--- config.mk ---
export PLATFORM = sky130hd
export DESIGN_NAME = led_text_frame_assembler_top
export DESIGN_NICKNAME = d
export VERILOG_FILES = /design/src/design/ltfa_pkg.sv /design/src/design/led_text_frame_assembler_top.sv /design/src/design/ltfa_cfg_regs.sv /design/src/design/ltfa_digit.sv /design/src/design/ltfa_seq.sv
export SDC_FILE = /design/constraint.sdc
export NUM_CORES = 1
export LEC_CHECK = 0
export BUFFER_PORTS_ARGS = -buffer_cell sky130_fd_sc_hd__buf_2
export CAP_MARGIN = 0
export CORE_ASPECT_RATIO = 1.25
export CORE_MARGIN = 5
export CORE_UTILIZATION = 40
export CTS_CLUSTER_SIZE = 20
export DETAILED_ROUTE_END_ITERATION = 7
export MAX_ROUTING_LAYER = met4
export PLACE_DENSITY = 0.63
export SLEW_MARGIN = 20
export SYNTH_ARGS = -nofsm -noshare
export SYNTH_HDL_FRONTEND = slang
export SYNTH_SLANG_ARGS = --single-unit
--- constraint.sdc ---
create_clock -name i_clk -period 8.2 [get_ports i_clk]
set_input_delay 1.64 -clock i_clk [delete_from_list [all_inputs] [get_ports i_clk]]
set_output_delay 1.64 -clock i_clk [all_outputs]
set_load 0.03 [all_outputs]
--- src/design/ltfa_pkg.sv ---
// shared types, register codes and constants for the led text frame assembler
// no dependencies; imported by every module of the block
`default_nettype none

package ltfa_pkg;

    // content bytes covered by the checksum
    localparam int CONTENT_BYTES = 60;

    localparam int CFG_IDX_W  = 3;
    localparam int CFG_DATA_W = 16;
    localparam int WIN_W      = 14;

    // register indexes of the configuration port
    localparam logic [CFG_IDX_W-1:0] REG_FRAME_KIND    = 3'd0;
    localparam logic [CFG_IDX_W-1:0] REG_SCAN_COUNT    = 3'd1;
    localparam logic [CFG_IDX_W-1:0] REG_IN_MODE       = 3'd2;
    localparam logic [CFG_IDX_W-1:0] REG_OUT_MODE      = 3'd3;
    localparam logic [CFG_IDX_W-1:0] REG_STAY_MODE     = 3'd4;
    localparam logic [CFG_IDX_W-1:0] REG_TEXT_COLOR    = 3'd5;
    localparam logic [CFG_IDX_W-1:0] REG_WINDOW_NUMBER = 3'd6;
    localparam logic [CFG_IDX_W-1:0] REG_LABEL_COLORS  = 3'd7;

    localparam logic [WIN_W-1:0] WIN_MAX = 14'd9999;

    localparam logic [7:0] CHAR_OPEN  = 8'h28;
    localparam logic [7:0] CHAR_CLOSE = 8'h29;
    localparam logic [7:0] CHAR_ZERO  = 8'h30;

    // k times the decimal weight of each digit place, thousands first
    localparam logic [WIN_W-1:0] DEC_MULT [4][10] = '{
        '{14'd0, 14'd1000, 14'd2000, 14'd3000, 14'd4000,
          14'd5000, 14'd6000, 14'd7000, 14'd8000, 14'd9000},
        '{14'd0, 14'd100, 14'd200, 14'd300, 14'd400,
          14'd500, 14'd600, 14'd700, 14'd800, 14'd900},
        '{14'd0, 14'd10, 14'd20, 14'd30, 14'd40,
          14'd50, 14'd60, 14'd70, 14'd80, 14'd90},
        '{14'd0, 14'd1, 14'd2, 14'd3, 14'd4,
          14'd5, 14'd6, 14'd7, 14'd8, 14'd9}
    };

    typedef struct packed {
        logic [7:0] text_byte;
        logic       last_byte;
    } t_in_item;

    typedef struct packed {
        logic [7:0] content_byte;
        logic       is_trailer;
        logic [7:0] word_count;
        logic [7:0] frame_checksum;
        logic       overflow;
        logic       last_result;
    } t_out_item;

    typedef struct packed {
        logic [7:0]       frame_kind;
        logic [15:0]      scan_count;
        logic [7:0]       in_mode;
        logic [7:0]       out_mode;
        logic [7:0]       stay_mode;
        logic [2:0]       text_color;
        logic [WIN_W-1:0] window_number;
        logic [5:0]       label_colors;
    } t_cfg;

endpackage

`default_nettype wire

--- src/design/led_text_frame_assembler_top.sv ---
// top level of the led text frame assembler: config registers, sequencer, output register
// depends on ltfa_pkg, ltfa_cfg_regs, ltfa_seq
`default_nettype none

// Text bytes go in one transfer each; content bytes come out one transfer per cycle
// from an output register while the receiver is ready. The first byte of a frame is
// preceded by an optional prefix: two transfers for each bracket and two for each
// decimal digit of the window number (up to twelve). Then an ASCII byte or the lead
// byte of a double-byte character gives two results, a trail byte one, and the byte
// marked last one more for the trailer. The rate is set by the single result path: one
// result item per cycle while the output is free, so an item holds the input until
// its last result is out. A new text byte is taken in the cycle its predecessor's
// last result moves to the output register, also when the result held there is leaving
// in that same cycle. Configuration is written through a plain write port and must
// only change while no frame byte is in flight; there is no clearing pass after reset.
module led_text_frame_assembler_top (
    input  wire logic                             i_clk,
    input  wire logic                             i_rst_n,
    // configuration write port
    input  wire logic                             i_cfg_we,
    input  wire logic [ltfa_pkg::CFG_IDX_W-1:0]   i_cfg_index,
    input  wire logic [ltfa_pkg::CFG_DATA_W-1:0]  i_cfg_data,
    // text byte channel
    input  wire logic                             i_in_valid,
    output logic                                  o_in_ready,
    input  wire ltfa_pkg::t_in_item               i_in_item,
    // content channel
    output logic                                  o_out_valid,
    input  wire logic                             i_out_ready,
    output ltfa_pkg::t_out_item                   o_out_item
);
    import ltfa_pkg::*;

    t_cfg      cfg;
    logic      out_free;
    logic      res_valid;
    t_out_item res;
    logic      r_out_valid;
    t_out_item r_out;

    ltfa_cfg_regs u_cfg (
        .i_clk       (i_clk),
        .i_rst_n     (i_rst_n),
        .i_cfg_we    (i_cfg_we),
        .i_cfg_index (i_cfg_index),
        .i_cfg_data  (i_cfg_data),
        .o_cfg       (cfg)
    );

    // output slot can take a result when empty or being drained this cycle
    assign out_free = !r_out_valid || i_out_ready;

    ltfa_seq u_seq (
        .i_clk       (i_clk),
        .i_rst_n     (i_rst_n),
        .i_cfg       (cfg),
        .i_in_valid  (i_in_valid),
        .o_in_ready  (o_in_ready),
        .i_item      (i_in_item),
        .i_out_free  (out_free),
        .o_res_valid (res_valid),
        .o_res       (res)
    );

    // output register, control part
    always_ff @(posedge i_clk) begin
        if (!i_rst_n) begin
            r_out_valid <= 1'b0;
        end else if (out_free) begin
            r_out_valid <= res_valid;
        end
    end

    // output register, payload part
    always_ff @(posedge i_clk) begin
        if (out_free && res_valid) begin
            r_out <= res;
        end
    end

    assign o_out_valid = r_out_valid;
    assign o_out_item  = r_out;

endmodule

`default_nettype wire

--- src/design/ltfa_cfg_regs.sv ---
// configuration register file of the led text frame assembler
// depends on ltfa_pkg
`default_nettype none

module ltfa_cfg_regs (
    input  wire logic                              i_clk,
    input  wire logic                              i_rst_n,
    input  wire logic                              i_cfg_we,
    input  wire logic [ltfa_pkg::CFG_IDX_W-1:0]    i_cfg_index,
    input  wire logic [ltfa_pkg::CFG_DATA_W-1:0]   i_cfg_data,
    output ltfa_pkg::t_cfg                         o_cfg
);
    import ltfa_pkg::*;

    t_cfg r_cfg;

    always_ff @(posedge i_clk) begin
        if (!i_rst_n) begin
            // all registers zero except the text color
            r_cfg <= '{text_color: 3'd1, default: '0};
        end else if (i_cfg_we) begin
            unique case (i_cfg_index)
                REG_FRAME_KIND:    r_cfg.frame_kind    <= i_cfg_data[7:0];
                REG_SCAN_COUNT:    r_cfg.scan_count    <= i_cfg_data[15:0];
                REG_IN_MODE:       r_cfg.in_mode       <= i_cfg_data[7:0];
                REG_OUT_MODE:      r_cfg.out_mode      <= i_cfg_data[7:0];
                REG_STAY_MODE:     r_cfg.stay_mode     <= i_cfg_data[7:0];
                REG_TEXT_COLOR:    r_cfg.text_color    <= i_cfg_data[2:0];
                REG_WINDOW_NUMBER: r_cfg.window_number <= i_cfg_data[WIN_W-1:0];
                REG_LABEL_COLORS:  r_cfg.label_colors  <= i_cfg_data[5:0];
                default: ;
            endcase
        end
    end

    assign o_cfg = r_cfg;

endmodule

`default_nettype wire

--- src/design/ltfa_digit.sv ---
// one decimal digit step: digit at a place and the remainder below it
// depends on ltfa_pkg (weight table)
`default_nettype none

module ltfa_digit (
    input  wire logic [ltfa_pkg::WIN_W-1:0] i_rem,
    input  wire logic [1:0]                 i_idx,
    output logic [3:0]                      o_digit,
    output logic [ltfa_pkg::WIN_W-1:0]      o_rem_next
);
    import ltfa_pkg::*;

    // parallel compares against the nine multiples of the place weight
    always_comb begin
        o_digit = 4'd0;
        for (int k = 1; k < 10; k++) begin
            if (i_rem >= DEC_MULT[i_idx][k]) begin
                o_digit = 4'(k);
            end
        end
        o_rem_next = i_rem - DEC_MULT[i_idx][o_digit];
    end

endmodule

`default_nettype wire

--- src/design/ltfa_seq.sv ---
// item register, result sequencer and frame state of the assembler
// depends on ltfa_pkg and ltfa_digit
`default_nettype none

module ltfa_seq (
    input  wire logic              i_clk,
    input  wire logic              i_rst_n,
    input  wire ltfa_pkg::t_cfg    i_cfg,
    input  wire logic              i_in_valid,
    output logic                   o_in_ready,
    input  wire ltfa_pkg::t_in_item i_item,
    input  wire logic              i_out_free,
    output logic                   o_res_valid,
    output ltfa_pkg::t_out_item    o_res
);
    import ltfa_pkg::*;

    localparam logic [2:0] PH_OPEN    = 3'd0;
    localparam logic [2:0] PH_DIGIT   = 3'd1;
    localparam logic [2:0] PH_CLOSE   = 3'd2;
    localparam logic [2:0] PH_BODY    = 3'd3;
    localparam logic [2:0] PH_TRAILER = 3'd4;

    localparam logic [6:0] POS_MAX = 7'd127;
    localparam logic [6:0] AREA    = 7'(CONTENT_BYTES);

    // item register and sequencing
    logic             r_in_valid;
    t_in_item         r_item;
    logic             r_fresh;
    logic [2:0]       r_phase;
    logic             r_sub;
    logic [WIN_W-1:0] r_rem;
    logic [1:0]       r_idx;

    // frame state
    logic [6:0] r_pos;
    logic [7:0] r_cnt;
    logic [7:0] r_sum;
    logic       r_await;
    logic       r_pdone;

    logic [2:0]       bracket, dcol;
    logic [WIN_W-1:0] wcl;
    logic [1:0]       start_idx;
    logic [2:0]       init_phase;
    logic [2:0]       cur_phase;
    logic             cur_sub;
    logic [WIN_W-1:0] cur_rem;
    logic [1:0]       cur_idx;
    logic [3:0]       digit;
    logic [WIN_W-1:0] rem_next;

    logic [2:0]       n_phase;
    logic             n_sub;
    logic [WIN_W-1:0] n_rem;
    logic [1:0]       n_idx;
    logic             done;
    logic             is_body;
    logic             cnt_inc;
    logic             n_await;
    logic [7:0]       byte_out;
    logic             emit;

    assign bracket = i_cfg.label_colors[5:3];
    assign dcol    = i_cfg.label_colors[2:0];
    assign wcl     = (i_cfg.window_number > WIN_MAX) ? WIN_MAX : i_cfg.window_number;

    always_comb begin
        priority if (wcl >= 14'd1000) start_idx = 2'd0;
        else if (wcl >= 14'd100)      start_idx = 2'd1;
        else if (wcl >= 14'd10)       start_idx = 2'd2;
        else                          start_idx = 2'd3;
    end

    always_comb begin
        priority if (r_pdone)      init_phase = PH_BODY;
        else if (bracket != 3'd0)  init_phase = PH_OPEN;
        else if (wcl != '0)        init_phase = PH_DIGIT;
        else                       init_phase = PH_BODY;
    end

    assign cur_phase = r_fresh ? init_phase : r_phase;
    assign cur_sub   = r_fresh ? 1'b0 : r_sub;
    assign cur_rem   = r_fresh ? wcl : r_rem;
    assign cur_idx   = r_fresh ? start_idx : r_idx;

    ltfa_digit u_digit (
        .i_rem      (cur_rem),
        .i_idx      (cur_idx),
        .o_digit    (digit),
        .o_rem_next (rem_next)
    );

    always_comb begin
        n_phase  = cur_phase;
        n_sub    = cur_sub;
        n_rem    = cur_rem;
        n_idx    = cur_idx;
        done     = 1'b0;
        is_body  = 1'b0;
        cnt_inc  = 1'b0;
        n_await  = r_await;
        byte_out = 8'd0;
        unique case (cur_phase)
            PH_OPEN: begin
                if (!cur_sub) begin
                    byte_out = {bracket, 5'd1};
                    n_sub    = 1'b1;
                end else begin
                    byte_out = CHAR_OPEN;
                    n_sub    = 1'b0;
                    n_phase  = (wcl != '0) ? PH_DIGIT : PH_CLOSE;
                end
            end
            PH_DIGIT: begin
                if (!cur_sub) begin
                    byte_out = {dcol, 5'd1};
                    n_sub    = 1'b1;
                end else begin
                    byte_out = CHAR_ZERO + {4'd0, digit};
                    n_sub    = 1'b0;
                    n_rem    = rem_next;
                    if (cur_idx == 2'd3) begin
                        n_phase = (bracket != 3'd0) ? PH_CLOSE : PH_BODY;
                    end else begin
                        n_idx = cur_idx + 2'd1;
                    end
                end
            end
            PH_CLOSE: begin
                if (!cur_sub) begin
                    byte_out = {bracket, 5'd1};
                    n_sub    = 1'b1;
                end else begin
                    byte_out = CHAR_CLOSE;
                    n_sub    = 1'b0;
                    n_phase  = PH_BODY;
                end
            end
            PH_BODY: begin
                is_body = 1'b1;
                if (r_await) begin
                    // trail byte of a double-byte character
                    byte_out = r_item.text_byte;
                    n_await  = 1'b0;
                end else if (!cur_sub) begin
                    byte_out = r_item.text_byte[7] ? {i_cfg.text_color, 5'd0}
                                                   : {i_cfg.text_color, 5'd1};
                    n_sub    = 1'b1;
                end else begin
                    byte_out = r_item.text_byte;
                    n_sub    = 1'b0;
                    cnt_inc  = 1'b1;
                    n_await  = r_item.text_byte[7];
                end
                if (r_await || cur_sub) begin
                    if (r_item.last_byte) begin
                        n_phase = PH_TRAILER;
                    end else begin
                        done = 1'b1;
                    end
                end
            end
            PH_TRAILER: begin
                done = 1'b1;
            end
            default: begin
                done = 1'b1;
            end
        endcase
    end

    always_comb begin
        o_res = '0;
        o_res.last_result = done;
        if (cur_phase == PH_TRAILER) begin
            o_res.is_trailer     = 1'b1;
            o_res.word_count     = r_cnt;
            o_res.frame_checksum = r_sum + i_cfg.frame_kind + i_cfg.scan_count[7:0]
                                 + i_cfg.scan_count[15:8] + i_cfg.in_mode
                                 + i_cfg.out_mode + i_cfg.stay_mode + r_cnt;
            o_res.overflow       = (r_pos > AREA);
        end else begin
            o_res.content_byte = byte_out;
            o_res.overflow     = (r_pos >= AREA);
        end
    end

    assign o_res_valid = r_in_valid;
    assign emit        = r_in_valid && i_out_free;
    assign o_in_ready  = !r_in_valid || (i_out_free && done);

    always_ff @(posedge i_clk) begin
        if (!i_rst_n) begin
            r_in_valid <= 1'b0;
            r_fresh    <= 1'b1;
            r_pos      <= '0;
            r_cnt      <= '0;
            r_sum      <= '0;
            r_await    <= 1'b0;
            r_pdone    <= 1'b0;
        end else begin
            if (i_in_valid && o_in_ready) begin
                r_in_valid <= 1'b1;
            end else if (emit && done) begin
                r_in_valid <= 1'b0;
            end
            if (emit) begin
                r_fresh <= done;
                if (cur_phase == PH_TRAILER) begin
                    r_pos   <= '0;
                    r_cnt   <= '0;
                    r_sum   <= '0;
                    r_await <= 1'b0;
                    r_pdone <= 1'b0;
                end else begin
                    if (r_pos < AREA) begin
                        r_sum <= r_sum + byte_out;
                    end
                    if (r_pos < POS_MAX) begin
                        r_pos <= r_pos + 7'd1;
                    end
                    if (cnt_inc) begin
                        r_cnt <= r_cnt + 8'd1;
                    end
                    r_await <= n_await;
                    if (is_body) begin
                        r_pdone <= 1'b1;
                    end
                end
            end
        end
    end

    always_ff @(posedge i_clk) begin
        if (i_in_valid && o_in_ready) begin
            r_item <= i_item;
        end
        if (emit) begin
            r_phase <= n_phase;
            r_sub   <= n_sub;
            r_rem   <= n_rem;
            r_idx   <= n_idx;
        end
    end

    // a pending trail byte only exists once the prefix is out
    a_await_after_prefix: assert property (@(posedge i_clk) disable iff (!i_rst_n)
        r_await |-> r_pdone)
        else $error("trail byte pending before prefix done");

    // prefix flag drops only through a trailer
    a_pdone_clear: assert property (@(posedge i_clk) disable iff (!i_rst_n)
        ($fell(r_pdone) && $past(i_rst_n)) |-> $past(emit && o_res.is_trailer))
        else $error("prefix flag cleared without trailer");

    // digit remainder stays a four-digit value
    a_rem_range: assert property (@(posedge i_clk) disable iff (!i_rst_n)
        (!r_fresh && r_phase == PH_DIGIT) |-> (r_rem <= WIN_MAX))
        else $error("digit remainder out of range");

    // trailer returns the frame state to zero
    a_trailer_clear: assert property (@(posedge i_clk) disable iff (!i_rst_n)
        (emit && o_res.is_trailer) |=> (r_pos == '0 && r_cnt == '0 && !r_await))
        else $error("frame state not cleared after trailer");

endmodule

`default_nettype wire

# [Word level (Yosys, flattened, before mapping)]
# Index checks and enable logic that the tools add are counted.
[totals] regBits=155 inputBits=33 out_inout_bits=29 wordCells=180
[op_classes] add_sub_neg=13 order_cmp=19 n_eq_ne=12 mux=73 n_bitwise=2 n_reduce_logical=33
[op_table] op="binary-select mux 140 bit (select 2 bit)" count=1
[op_table] op="two-way mux 140 bit" count=2
[op_table] op="greater-or-equal comparator 14 bit" count=9
[op_table] op="two-way mux 14 bit" count=6
[op_table] op="two-way mux 8 bit" count=9
[op_table] op="adder 8 bit" count=8
[op_table] op="binary-select mux 14 bit (select 4 bit)" count=1
[op_table] op="two-way mux 4 bit" count=8
[op_table] op="case mux 8 bit (4 select lines)" count=1
[op_table] op="two-way mux 3 bit" count=9
[op_table] op="AND reduction 2 bit" count=13
[op_table] op="two-way mux 1 bit" count=22
[op_table] op="two-way mux 17 bit" count=1
[op_table] op="two-way mux 2 bit" count=8
[op_table] op="equality test 3 bit (second input constant)" count=5
[op_table] op="greater-or-equal comparator 14 x 10 -> 1 bit (second input constant)" count=1
[op_table] op="greater-or-equal comparator 14 x 4 -> 1 bit (second input constant)" count=1
[op_table] op="greater-or-equal comparator 14 x 7 -> 1 bit (second input constant)" count=1
[op_table] op="> comparator 14 bit (second input constant)" count=1
[op_table] op="two-way mux 7 bit" count=2
[op_table] op="nonzero test 14 bit" count=1
[op_table] op="subtractor 14 bit" count=1
[op_table] op="equality test 3 x 2 -> 1 bit (second input constant)" count=4
[op_table] op="case mux 3 bit (4 select lines)" count=1
[op_table] op="other kinds (22)" count=36

# [Depth between registers and ports, before layout]
# Gate-level depths: netlist of the first run.
[depth] word_depth=28 ltp_mapped=37 depth_no_buf=33

# [Hierarchy]
# From an unflattened synthesis of the first run, not the netlist that was laid out.
[unflattened] cells_unflattened=1142 area_unflattened_um2=10990.5
[modules_own_cells] module="ltfa_seq" instances=1 cells_each=474 area_each_um2=4650.7
[modules_own_cells] module="ltfa_digit" instances=1 cells_each=378 area_each_um2=2813.9
[modules_own_cells] module="ltfa_cfg_regs" instances=1 cells_each=258 area_each_um2=2657.5
[modules_own_cells] module="led_text_frame_assembler_top" instances=1 cells_each=32 area_each_um2=868.3

# [Worst setup path after synthesis of the first run]
# Ideal clock, no wire load.
[synth_timing] kind="register -> register" startpoint="register u_cfg.r_cfg (netlist bit u_cfg.o_cfg[10])" endpoint="register u_seq.r_rem[13], data pin" arrival_ns=7.615 setup_slack_ns=0.319 stages_incl_launch_ff=34 n_path_buf=1 cell_sequence="dfxtp_1 or4_4 and2_1 o31ai_1 o21ai_0 and3_1 a21oi_1 inv_1 ha_1 nor2_1 ha_1 a21oi_1 nor2b_1 a2111oi_2 a211oi_1 o41ai_2 or4bb_1 a31o_1 buf_6 mux2i_1 o21a_1 o22ai_1 mux2_2 ha_1 inv_1 a21oi_1 o21ai_0 a21oi_1 o21a_1 o31ai_1 a211oi_1 or3_1 a21oi_1 xnor2_1"
[synth_between] elab_chain_len=28 elab_cells_between_ends=45 cone_classes="1 x add/sub; 13 x order compare; 1 x eq/ne; 27 x mux; 2 x bitwise; 1 x reduce/logical"
[synth_lines] item="start: declaration" line="ltfa_cfg_regs.sv:15" source="t_cfg r_cfg;"
[synth_lines] item="> comparator 14 bit" line="ltfa_seq.sv:67" source="assign wcl = (i_cfg.window_number > WIN_MAX) ? WIN_MAX : i_cfg.window_number;"
[synth_lines] item="two-way mux 14 bit (*)" line="ltfa_seq.sv:67"
[synth_lines] item="greater-or-equal comparator 14 x 4 -> 1 bit" line="ltfa_seq.sv:72" source="else if (wcl >= 14'd10) start_idx = 2'd2;"
[synth_lines] item="two-way mux 1 bit" line="ltfa_seq.sv:72"
[synth_lines] item="two-way mux 2 bit" line="ltfa_seq.sv:71" source="else if (wcl >= 14'd100) start_idx = 2'd1;"
[synth_lines] item="two-way mux 2 bit" line="ltfa_seq.sv:70" source="priority if (wcl >= 14'd1000) start_idx = 2'd0;"
[synth_lines] item="two-way mux 2 bit" line="ltfa_seq.sv:86" source="assign cur_idx = r_fresh ? start_idx : r_idx;"
[synth_lines] item="NOT 2 -> 3 bit (not written as such)" line="ltfa_digit.sv:17, ltfa_digit.sv:21"
[synth_lines] item="(+5 left out)"
[synth_lines] item="two-way mux 4 bit (8 in series)" line="ltfa_digit.sv:17" source="if (i_rem >= DEC_MULT[i_idx][k]) begin"
[synth_lines] item="NOT 4 -> 5 bit (not written as such)" line="ltfa_digit.sv:21" source="o_rem_next = i_rem - DEC_MULT[i_idx][o_digit];"
[synth_lines] item="binary-select mux 14 bit (select 4 bit)" line="ltfa_digit.sv:21"
[synth_lines] item="two-way mux 14 bit (not written as such) (2 in series)" line="ltfa_digit.sv:21"
[synth_lines] item="subtractor 14 bit" line="ltfa_digit.sv:21"
[synth_lines] item="two-way mux 14 bit" line="ltfa_seq.sv:117" source="if (!cur_sub) begin"
[synth_lines] item="two-way mux 14 bit (*)" line="ltfa_seq.sv:105" source="unique case (cur_phase)"
[synth_lines] item="net u_seq.n_rem[13]" line="ltfa_seq.sv:56" source="logic [WIN_W-1:0] n_rem;"
[synth_lines] item="end signal: assignment" line="ltfa_seq.sv:243" source="r_rem <= n_rem;"
[synth_lines] item="end: declaration" line="ltfa_seq.sv:33" source="logic [WIN_W-1:0] r_rem;"
# Mark *: on every way through the listed nets, which the timed path passes. The rest lies on a longest branch. The select of a mux whose other input is x is not followed.
# A chain may end at the register's enable or synchronous reset.

# [Worst setup path after layout of the first run]
[layout_timing] startpoint="register u_cfg.r_cfg (netlist bit u_cfg.o_cfg[12])" endpoint="register u_seq.r_rem[13], data pin"
# Same word-level chain as after synthesis.

==> run metrics, run 1 <==
status=finished, final reports clean; vias in the first global route=9539; Synth Flop Type=dfxtp_1; H-tree depth=4; area grow syn2layout=12.4%; max-slew violation count=0; critical path class=reg -> reg; leakage power=5.13 nW; mean post-synth cell area=approximately 8.7 um2; Slew @ Worst Pin=0.881 ns; Post-DRT Antenna Nets=0; die area=30800 um2; nets@finish=1476; Routed WL=31700 um; register-to-register setup slack=0.58 ns; Seq/Total Area, Yosys=33.4%; GPL Wtd Cong=0.993; PD cells=214 nW/um2; Inst Count DP=1649; final setup fails=0; Setup Buffers After CTS=0; Die W=158 um; # DRC=0; # IOs=62; RSZ-0062 raised after global routing=false; grt ovf=0; Vias/cell=5.60; Max FO, Critical Path=13; fin crit period=7.62 ns; #FFs+latches synth=approximately 160; layout cell share with drive strength beyond 1=11.1%; Clk pin slew, worst setup/hold paths=0.07 ns; global-route wire length before repair=51300 um; HP Class=reg -> reg; Initial Util=40.7%; Slew headroom=41.2%; synth warn=0; Mapped Nets=around 1400; CTS Buf Count=17; initial antenna violation count=0; core area=26900 um2; Post-Layout Cell Count=1681; Final period util=92.9%; TritonRoute pass-1 iters=5; Critical Path RT=8.36 ns; Mapped Cells=1265; CP endpoint kind=register; Fmax=~0.13 GHz; latest clock arrival within the worst-skew pair=0.42 ns; initial DRC count=around 560; worst vdd ir=between 0.15 and 0.2 mV; Clock Skew=around 0.012 ns; CTS Sinks=155; Async S/R FF share, synth=0%; post-route cell area=~12000 um2; placed wire-length estimate=24200 um; row count=67; Distinct cells, synth=86; number of synthesized flops with an enable pin=56; Worst Path Arrival=7.77 ns; startpoint types=register; input/output buffers=61; Root Driver=clkbuf_16; Vias=around 9400; DR WL/cell=18.8 um; crit path max-delay cell type=or4_4; largest net degree at the start of global routing=87; Clock Path Buffers=2; Die Height=195 um; max_cap viols=0; final setup TNS=0 ns; area of the mapped netlist=11000 um2; n_diodes=0; critical path's largest stage delay=0.54 ns; Hold Fails Final Rpt=0; GRT Total Usage=21.5%; CTS tree=built; DP Area=11700 um2
==> cell usage in the layout (no fill, tap or decap), types with 21 or more instances in the layout <==
| master | count |
|---|---|
| nor2_1 | 86 |
| nor3_1 | 21 |
| mux2i_1 | 22 |
| xnor2_1 | 30 |
| o21ai_0 | 61 |
| nand2_1 | 205 |
| nand3_1 | 30 |
| nor2b_1 | 25 |
| edfxtp_1 | 56 |
| inv_1 | 88 |
| buf_2 | 61 |
| a21boi_0 | 70 |
| buf_4 | 27 |
| ha_1 | 78 |
| dfxtp_1 | 99 |
| a21oi_1 | 70 |
| fa_1 | 41 |
==> flip-flops by register name, summed over array words and instances (netlist names) <==
register,count
o_out_valid,1
u_seq.r_pdone,1
u_cfg.o_cfg,71
u_seq.r_pos,7
u_seq.r_item,9
u_seq.r_await,1
u_seq.r_rem,14
o_out_item,27
u_seq.r_cnt,8
u_seq.o_res_valid,1
u_seq.r_sub,1
u_seq.r_sum,8
u_seq.r_phase,3
u_seq.r_fresh,1
u_seq.r_idx,2
==> final cells by class <==
| class | instances | area (um2) |
|---|---|---|
| clock buffers | 19 | 433 |
| clock inverters | 13 | 144 |
| fillers | 2645 | 14600 |
| inverters | 91 | 342 |
| multi-input cells | 970 | 6810 |
| flip-flops and latches | 155 | 3660 |
| well taps | 345 | 432 |
| repair buffers | 88 | 508 |
==> where the power goes <==
| group | switching, mW | total (mW) | internal, mW |
|---|---|---|---|
| sequential | 0.0231 | 0.862 | 0.839 |
| clock | 0.325 | 0.776 | 0.451 |
| combinational | 0.623 | 1.00 | 0.382 |
| total | 0.971 | 2.64 | 1.67 |
==> cell families after synthesis <==
logic type	count (synthesis)	synth area share (%)
and+or+nand+nor	458	19.6
adders and majority gates	120	16.5
xor gates and xnor gates	44	3.51
muxes	24	2.21
buffers and inverters	140	4.93
AOI/OAI and AO/OA	324	19.8
DFF	155	33.4
==> per-stage QoR <==
step | total power, mW | util, % | hold slack (ns) | setup WS [ns]
5_1_grt | 2.81 | 45.8 | 0.488 | 0.00303
3_5_place_dp | 1.85 | 43.5 | 0.459 | 0.243
6_report | 2.64 | 45.8 | 0.463 | 0.585
2_1_floorplan | 1.58 | - | 0.443 | 0.319
3_3_place_gp | 1.85 | 43.5 | 0.456 | 0.386
4_1_cts | 2.64 | 45.7 | 0.468 | 0.235
==> worst paths after layout <==
kind	start	to	cells after the start
setup / recovery	u_cfg.o_cfg[12]	u_seq.r_rem[13]	33
hold / removal	u_cfg.o_cfg[64]	u_cfg.o_cfg[64]	2
hold reg to reg	u_cfg.o_cfg[64]	u_cfg.o_cfg[64]	2
setup reg to reg	u_cfg.o_cfg[12]	u_seq.r_rem[13]	33
==> cells in the mapped netlist (9+ instances only) <==
master    count  area, um2
xor2_1       14        123
dfxtp_1      99       1980
o21ai_0      62        310
o31ai_1       9       67.6
o21a_1       10       75.1
inv_1        89        334
a21boi_0     70        526
nand2_1     205        769
nor2b_1      25        156
nand3_1      32        160
a21oi_1      70        350
a21o_1       17        128
o211ai_1     12       90.1
a31oi_1       9       56.3
xnor2_1      30        263
mux2i_1      22        220
edfxtp_1     56       1680
nand2b_1     15       93.8
and2_1       15       93.8
fa_1         41        821
ha_1         79        988
and3_1       13       81.3
nor3_1       22        110
clkbuf_1     43        161
nand4_1      10       62.6
nor2_1       86        323
==> per-layer routing <==
layer / global-route usage (%) / part of all wire, %
met5: - / 0
met4: 9.32 / 4.2
met3: 2.57 / 3.9
met2: 36.2 / 51
met1: 25.7 / 41
==> critical path, delay by kind of cell (launching register included) <==
| family | cells | cell delay, ns |
|---|---|---|
| xor+xnor | 1 | 0.08 |
| flops | 1 | 0.38 |
| compound gates | 18 | 3.58 |
| simple gates | 9 | 2.07 |
| fa+ha+maj | 3 | 0.91 |
| buf+inv | 2 | 0.35 |
==> timing repair <==
action                                  in CTS  in global routing
endpoints found under the setup margin       0                  7
resized for setup                            0                  9
hold buffers                                 0                  0
(Power assumes the default switching activity.)
==> run 2: changes to the inputs <==
--- a/config.mk
+++ b/config.mk
@@ -10,6 +10,7 @@
 export CORE_ASPECT_RATIO = 1.25
 export CORE_MARGIN = 5
 export CORE_UTILIZATION = 40
+export CTS_CLUSTER_DIAMETER = 40
 export CTS_CLUSTER_SIZE = 20
 export DETAILED_ROUTE_END_ITERATION = 7
 export MAX_ROUTING_LAYER = met4
@@ -17,4 +18,5 @@
 export SLEW_MARGIN = 20
 export SYNTH_ARGS = -nofsm -noshare
 export SYNTH_HDL_FRONTEND = slang
+export SYNTH_HIERARCHICAL = 1
 export SYNTH_SLANG_ARGS = --single-unit
==> run 2 against run 1 <==
Effect of this change:
- power grew 10%
- highest routed layer unchanged
- critical endpoint is now u_seq/r_rem[13]
- first-iteration DRC count grew 4.3%
- via count shrank 7.1%
==> run metrics, run 2 <==
vias in the first global route=~8600; Die W=158 um; CTS Buf Count=17; Distinct cells, synth=100; CTS Sinks=155; die area=30900 um2; largest net degree at the start of global routing=74; Clk pin slew, worst setup/hold paths=0.06 ns; most common cell in the netlist=nand2_1; synth warn=6; post-synthesis mux area share=8.99%; Synth top cells by count=136 x nand2_1, 99 x dfxtp_1, 83 x mux2i_1; global-route wire length before repair=47600 um; HP Class=reg -> reg; largest family of logic cells by synthesized area=simple AND/OR/NAND/NOR gates; Synth Flop Type=dfxtp_1; grt ovf=0; Vias/cell=5.65; Int Pwr=1.79 mW; area grow syn2layout=11.0%; sequential share of power=between 20 and 30%; fin crit period=7.48 ns; Slew @ Worst Pin=1.01 ns; leakage power=5.35 nW; Core Util, Final=45.2%; final setup TNS=0 ns; CTS tree=built; Mapped Nets=1297; GPL Wtd Cong=around 0.95; commonest non-fill, non-tap cell in the layout=nand2_1; worst vdd ir=between 0.15 and 0.2 mV; Routed WL=approximately 30000 um; Clock Skew=roughly 0.0076 ns; max_cap viols=0; # IOs=between 60 and 70; startpoint types=register; PD cells=239 nW/um2; status=finished, final reports clean; largest cells by area after synthesis=dfxtp_1 18%, edfxtp_1 15%, ha_1 9.2%, mux2i_1 7.6%, fa_1 7.5%; Final period util=approximately 91%; DR WL/cell=19.4 um; critical path class=reg -> reg; placed wire-length estimate=22800 um; GRT Total Usage=20.0%; n_diodes=0; largest area contributor in the synthesized netlist=dfxtp_1; Sw Ratio=38.8%; post-synthesis xor/xnor area fraction=between 3 and 4%; max-slew violation count=0; Fmax=0.134 GHz; # DRC=0; Hold Fails Final Rpt=0; critical path's largest stage delay=0.47 ns; Max FO, Critical Path=14; Mapped Cells=1142; commonest cells after routing, fill and taps aside=136 x nand2_1, 99 x dfxtp_1, 83 x mux2i_1; Largest register FFs=71; Worst Path Arrival=~7.7 ns; Async S/R FF share, synth=0%; adder-cell share of the synthesized area=16.7%; Yosys top cell area share=a little under a fifth; RSZ-0062 raised after global routing=false; post-synthesis compound-gate area fraction=15.6%; Post-DRT Antenna Nets=0; hold_buf cts=0; final setup fails=0; H-tree depth=4; Psw=1.13 mW; Seq/Total Area, Yosys=33.3%; input/output buffers=slightly above 60; CP endpoint kind=register; Slew headroom=32.1%; fillcell total=2623; row count=67; initial antenna violation count=0; nets@finish=1344; Critical Path RT=~8.4 ns; Initial Util=40.7%; Vias=8745; crit path max-delay cell type=or3b_4; simple logic cell fraction of the synthesized area=16.9%; area of the mapped netlist=11000 um2; Die Height=195 um; #FFs+latches synth=around 160; Comb pwr share=43.6%; core area=27000 um2; clock group share of total power=26.9%; TritonRoute pass-1 iters=5; initial DRC count=583; layout cell share with drive strength beyond 1=between 10 and 15%; Clock Path Buffers=2; mean post-synth cell area=9.62 um2; latest clock arrival within the worst-skew pair=0.43 ns; number of synthesized flops with an enable pin=56; Root Driver=clkbuf_16
==> run 2: changes by cell type in the layout (fill, tap and decap cells not counted), moves of 15 or more <==
cell	change
inv_1	-25
nand2_1	-69
mux2i_1	+61
o21ai_0	-19
a21oi_1	-15
a21boi_0	-66
==> run 2: critical path, delay by kind of cell, from the launching register on <==
family | cells | cell delay (ns)
DFF | 1 | 0.34
and+or+nand+nor | 9 | 1.88
buffers and inverters | 4 | 0.72
adders and majority gates | 3 | 0.95
AOI/OAI and AO/OA | 12 | 2.90
muxes | 1 | 0.26
xor gates and xnor gates | 1 | 0.16
==> run 2: area by class of cell <==
cell class | instances | area, um2 | share of cell area (%)
Inverter | 65 | 248 | 2.03
Multi-Input combinational cell | 874 | 6840 | 56.1
Clock inverter | 11 | 108 | 0.882
Tap cell | 345 | 432 | 3.54
Timing Repair Buffer | 76 | 420 | 3.45
Clock buffer | 21 | 483 | 3.96
Sequential cell | 155 | 3660 | 30.0
==> run 2: path summary, 6_finish.rpt <==
kind / from / to / slack [ns] / cells past startpoint
setup reg to reg: u_cfg/o_cfg[17] / u_seq/r_rem[13] / 0.72 / 30
hold reg to reg: u_cfg/o_cfg[22] / u_cfg/o_cfg[22] / 0.46 / 2
setup / recovery: u_cfg/o_cfg[17] / u_seq/r_rem[13] / 0.72 / 30
hold / removal: u_cfg/o_cfg[22] / u_cfg/o_cfg[22] / 0.46 / 2
==> run 2: logic make-up (layout without fill, tap and decap cells) <==
family | after synthesis | count (layout)
AOI/OAI and AO/OA | 239 | 239
DFF | 155 | 155
muxes | 97 | 97
adders and majority gates | 122 | 122
xor gates and xnor gates | 48 | 48
buffers and inverters | 113 | 173
and+or+nand+nor | 368 | 368
==> run 2: power by group through the flow <==
stage / Sequential [mW] / Combinational [mW] / Clock, mW
2_1_floorplan: 0.889 / 0.917 / 0
5_1_grt: 0.864 / 1.39 / 0.836
3_3_place_gp: 0.877 / 1.25 / 0
4_1_cts: 0.861 / 1.25 / 0.800
6_report: 0.860 / 1.27 / 0.786
3_5_place_dp: 0.877 / 1.25 / 0
==> run 2: stage by stage <==
step	instance area [um2]	hold WS, ns	setup WS [ns]	std cells	power, mW
finish	12200	0.462	0.716	1547	2.92
global route	12200	0.476	0.137	1547	3.09
CTS	12200	0.459	0.451	1544	2.91
detailed placement	11600	0.451	0.469	1512	2.12
global placement	11600	0.446	0.676	1512	2.13
floorplan	11000	0.435	1.28	1142	1.81
==> run 2: routing by layer <==
layer  vias to the layer above  routed length (um)  GRT usage, %
li1                       4210                   -             -
met1                      4250               12300          23.5
met2                       230               15600          35.2
met3                        55                1290          2.68
met4                         0                 791          6.42
met5                         -                   0             -
==> run 2: what timing repair did <==
item	in CTS	in global routing
setup buffers	0	3
resized for setup	0	4
endpoints found under the setup margin	0	4
==> run 3: changes to the inputs <==
--- a/config.mk
+++ b/config.mk
@@ -15,6 +15,7 @@
 export DETAILED_ROUTE_END_ITERATION = 7
 export MAX_ROUTING_LAYER = met4
 export PLACE_DENSITY = 0.63
+export REMOVE_ABC_BUFFERS = 1
 export SLEW_MARGIN = 20
 export SYNTH_ARGS = -nofsm -noshare
 export SYNTH_HDL_FRONTEND = slang
==> run 3 against run 2 <==
Effect of this change:
- global-route usage is 0.57 points lower
- non-clock buffer count is 2 lower
- final cell count down 0.13%
- highest routed layer unchanged
==> run metrics, run 3 (same netlist as run 2, synthesis figures left out) <==
Worst Path Arrival=7.78 ns; Max FO, Critical Path=14; initial antenna violation count=0; core area=27000 um2; RSZ-0062 raised after global routing=false; status=finished, final reports clean; H-tree depth=4; row count=67; critical path's largest stage delay=0.47 ns; max_cap viols=0; Critical R2R Launch=u_cfg/o_cfg[17]; critical path class=reg -> reg; final setup fails=0; CTS Sinks=155; Setup Buffers After CTS=0; n_diodes=0; startpoint types=register; CP most frequent cell=o21ai_0; layout cell share with drive strength beyond 1=14.0%; HP Class=reg -> reg; Die Height=just under 200 um; hold_buf cts=0; Fmax=0.132 GHz; Critical Path End=u_seq/r_rem[13]; global-route wire length before repair=46700 um; final setup TNS=0 ns; Hold Fails Final Rpt=0; GPL Wtd Cong=around 0.93; CTS Buf Count=17; DR WL/cell=roughly 19 um; total power=2.88 mW; Vias=a little under 9000; Largest register FFs=71; post-route cell area=roughly 12000 um2; CTS tree=built; Clock Path Buffers=2; die area=30900 um2; placed wire-length estimate=roughly 22000 um; # IOs=62; Root Driver=clkbuf_16; PD cells=237 nW/um2; Vias/cell=5.64; register-to-register setup slack=about 0.6 ns; Initial Util=roughly two fifths; Slew @ Worst Pin=1.00 ns; DP Area=11600 um2; Worst R2R End=u_seq/r_rem[13]; vias in the first global route=8726; max-slew violation count=0; Slew headroom=approximately a third; initial DRC count=~600; commonest non-fill, non-tap cell in the layout=nand2_1; Post-DRT Antenna Nets=0; Clk pin slew, worst setup/hold paths=0.07 ns; Clock Skew=around 0.0093 ns; crit path max-delay cell type=or3b_4; commonest cells after routing, fill and taps aside=136 x nand2_1, 99 x dfxtp_1, 83 x mux2i_1; largest net degree at the start of global routing=63; # resized after CTS=0; input/output buffers=61; leakage power=5.33 nW; grt ovf=0; Routed WL=29000 um; Core Util, Final=45.1%; nets@finish=about 1300; latest clock arrival within the worst-skew pair=about 0.43 ns; Critical Path RT=around 8.4 ns; Die W=158 um; GRT Total Usage=approximately a fifth; fin crit period=7.60 ns; area grow syn2layout=10.7%; CP startpoint=u_cfg/o_cfg[17]; worst vdd ir=about 0.13 mV; CP endpoint kind=register; R2R cell count=29; # DRC=0; Final period util=92.7%; TritonRoute pass-1 iters=5
[run 3: changes by cell type in the layout (fill, tap and decap cells not counted), sizes merged]
| cell | delta |
|---|---|
| inv | +4 |
| buf | -2 |
| clkbuf | -4 |
[run 3: stage by stage]
step / instances / setup WS [ns] / hold WS [ns]
after floorplan: 1094 / 1.40 / 0.435
after global placement: 1513 / 0.756 / 0.445
after detailed placement: 1513 / 0.557 / 0.447
after CTS: 1545 / 0.540 / 0.462
after global routing: 1545 / 0.0356 / 0.484
final: 1545 / 0.601 / 0.460
[run 3: layout make-up]
class                           instances  area (um2)
Inverter                               65         244
Timing Repair Buffer                   74         405
Sequential cell                       155        3660
Tap cell                              345         432
Clock buffer                           17         425
Fill cell                            2583       14800
Clock inverter                         15         151
Multi-Input combinational cell        874        6840
[run 3: worst min-delay path by stage]
stage | end | cells past startpoint | from
final | u_cfg/o_cfg[56] | 2 | u_cfg/o_cfg[56]
after global routing | u_cfg/o_cfg[56] | 2 | u_cfg/o_cfg[56]
after CTS | u_cfg/o_cfg[56] | 2 | u_cfg/o_cfg[56]
after detailed placement | u_cfg/o_cfg[56] | 2 | u_cfg/o_cfg[56]
after global placement | u_cfg/o_cfg[56] | 2 | u_cfg/o_cfg[56]
after floorplan | u_cfg/o_cfg[48] | 2 | u_cfg/o_cfg[48]
[run 3: where the power goes]
part	switching (mW)	total [mW]	internal (mW)
logic	0.756	1.24	0.484
clock network	0.348	0.777	0.429
registers	0.0230	0.862	0.839
total	1.13	2.88	1.75
[run 3: metal layers]
layer,part of all wire (%),vias to the layer above,global-route usage [%]
met5,0,-,-
met4,3.3,0,7.27
met3,4.1,57,2.30
met2,52,249,34.4
met1,40,4218,22.4
li1,-,4187,-
[run 3: critical path: cells and delay by family, from the launching register on]
kind | cells | cell delay [ns]
multiplexers | 1 | 0.26
buffers and inverters | 4 | 0.79
flip-flops | 1 | 0.34
adder cells (fa/ha/maj) | 3 | 1.11
AND/OR/NAND/NOR | 6 | 1.30
XOR/XNOR | 1 | 0.16
AO/OA/AOI/OAI | 14 | 3.38
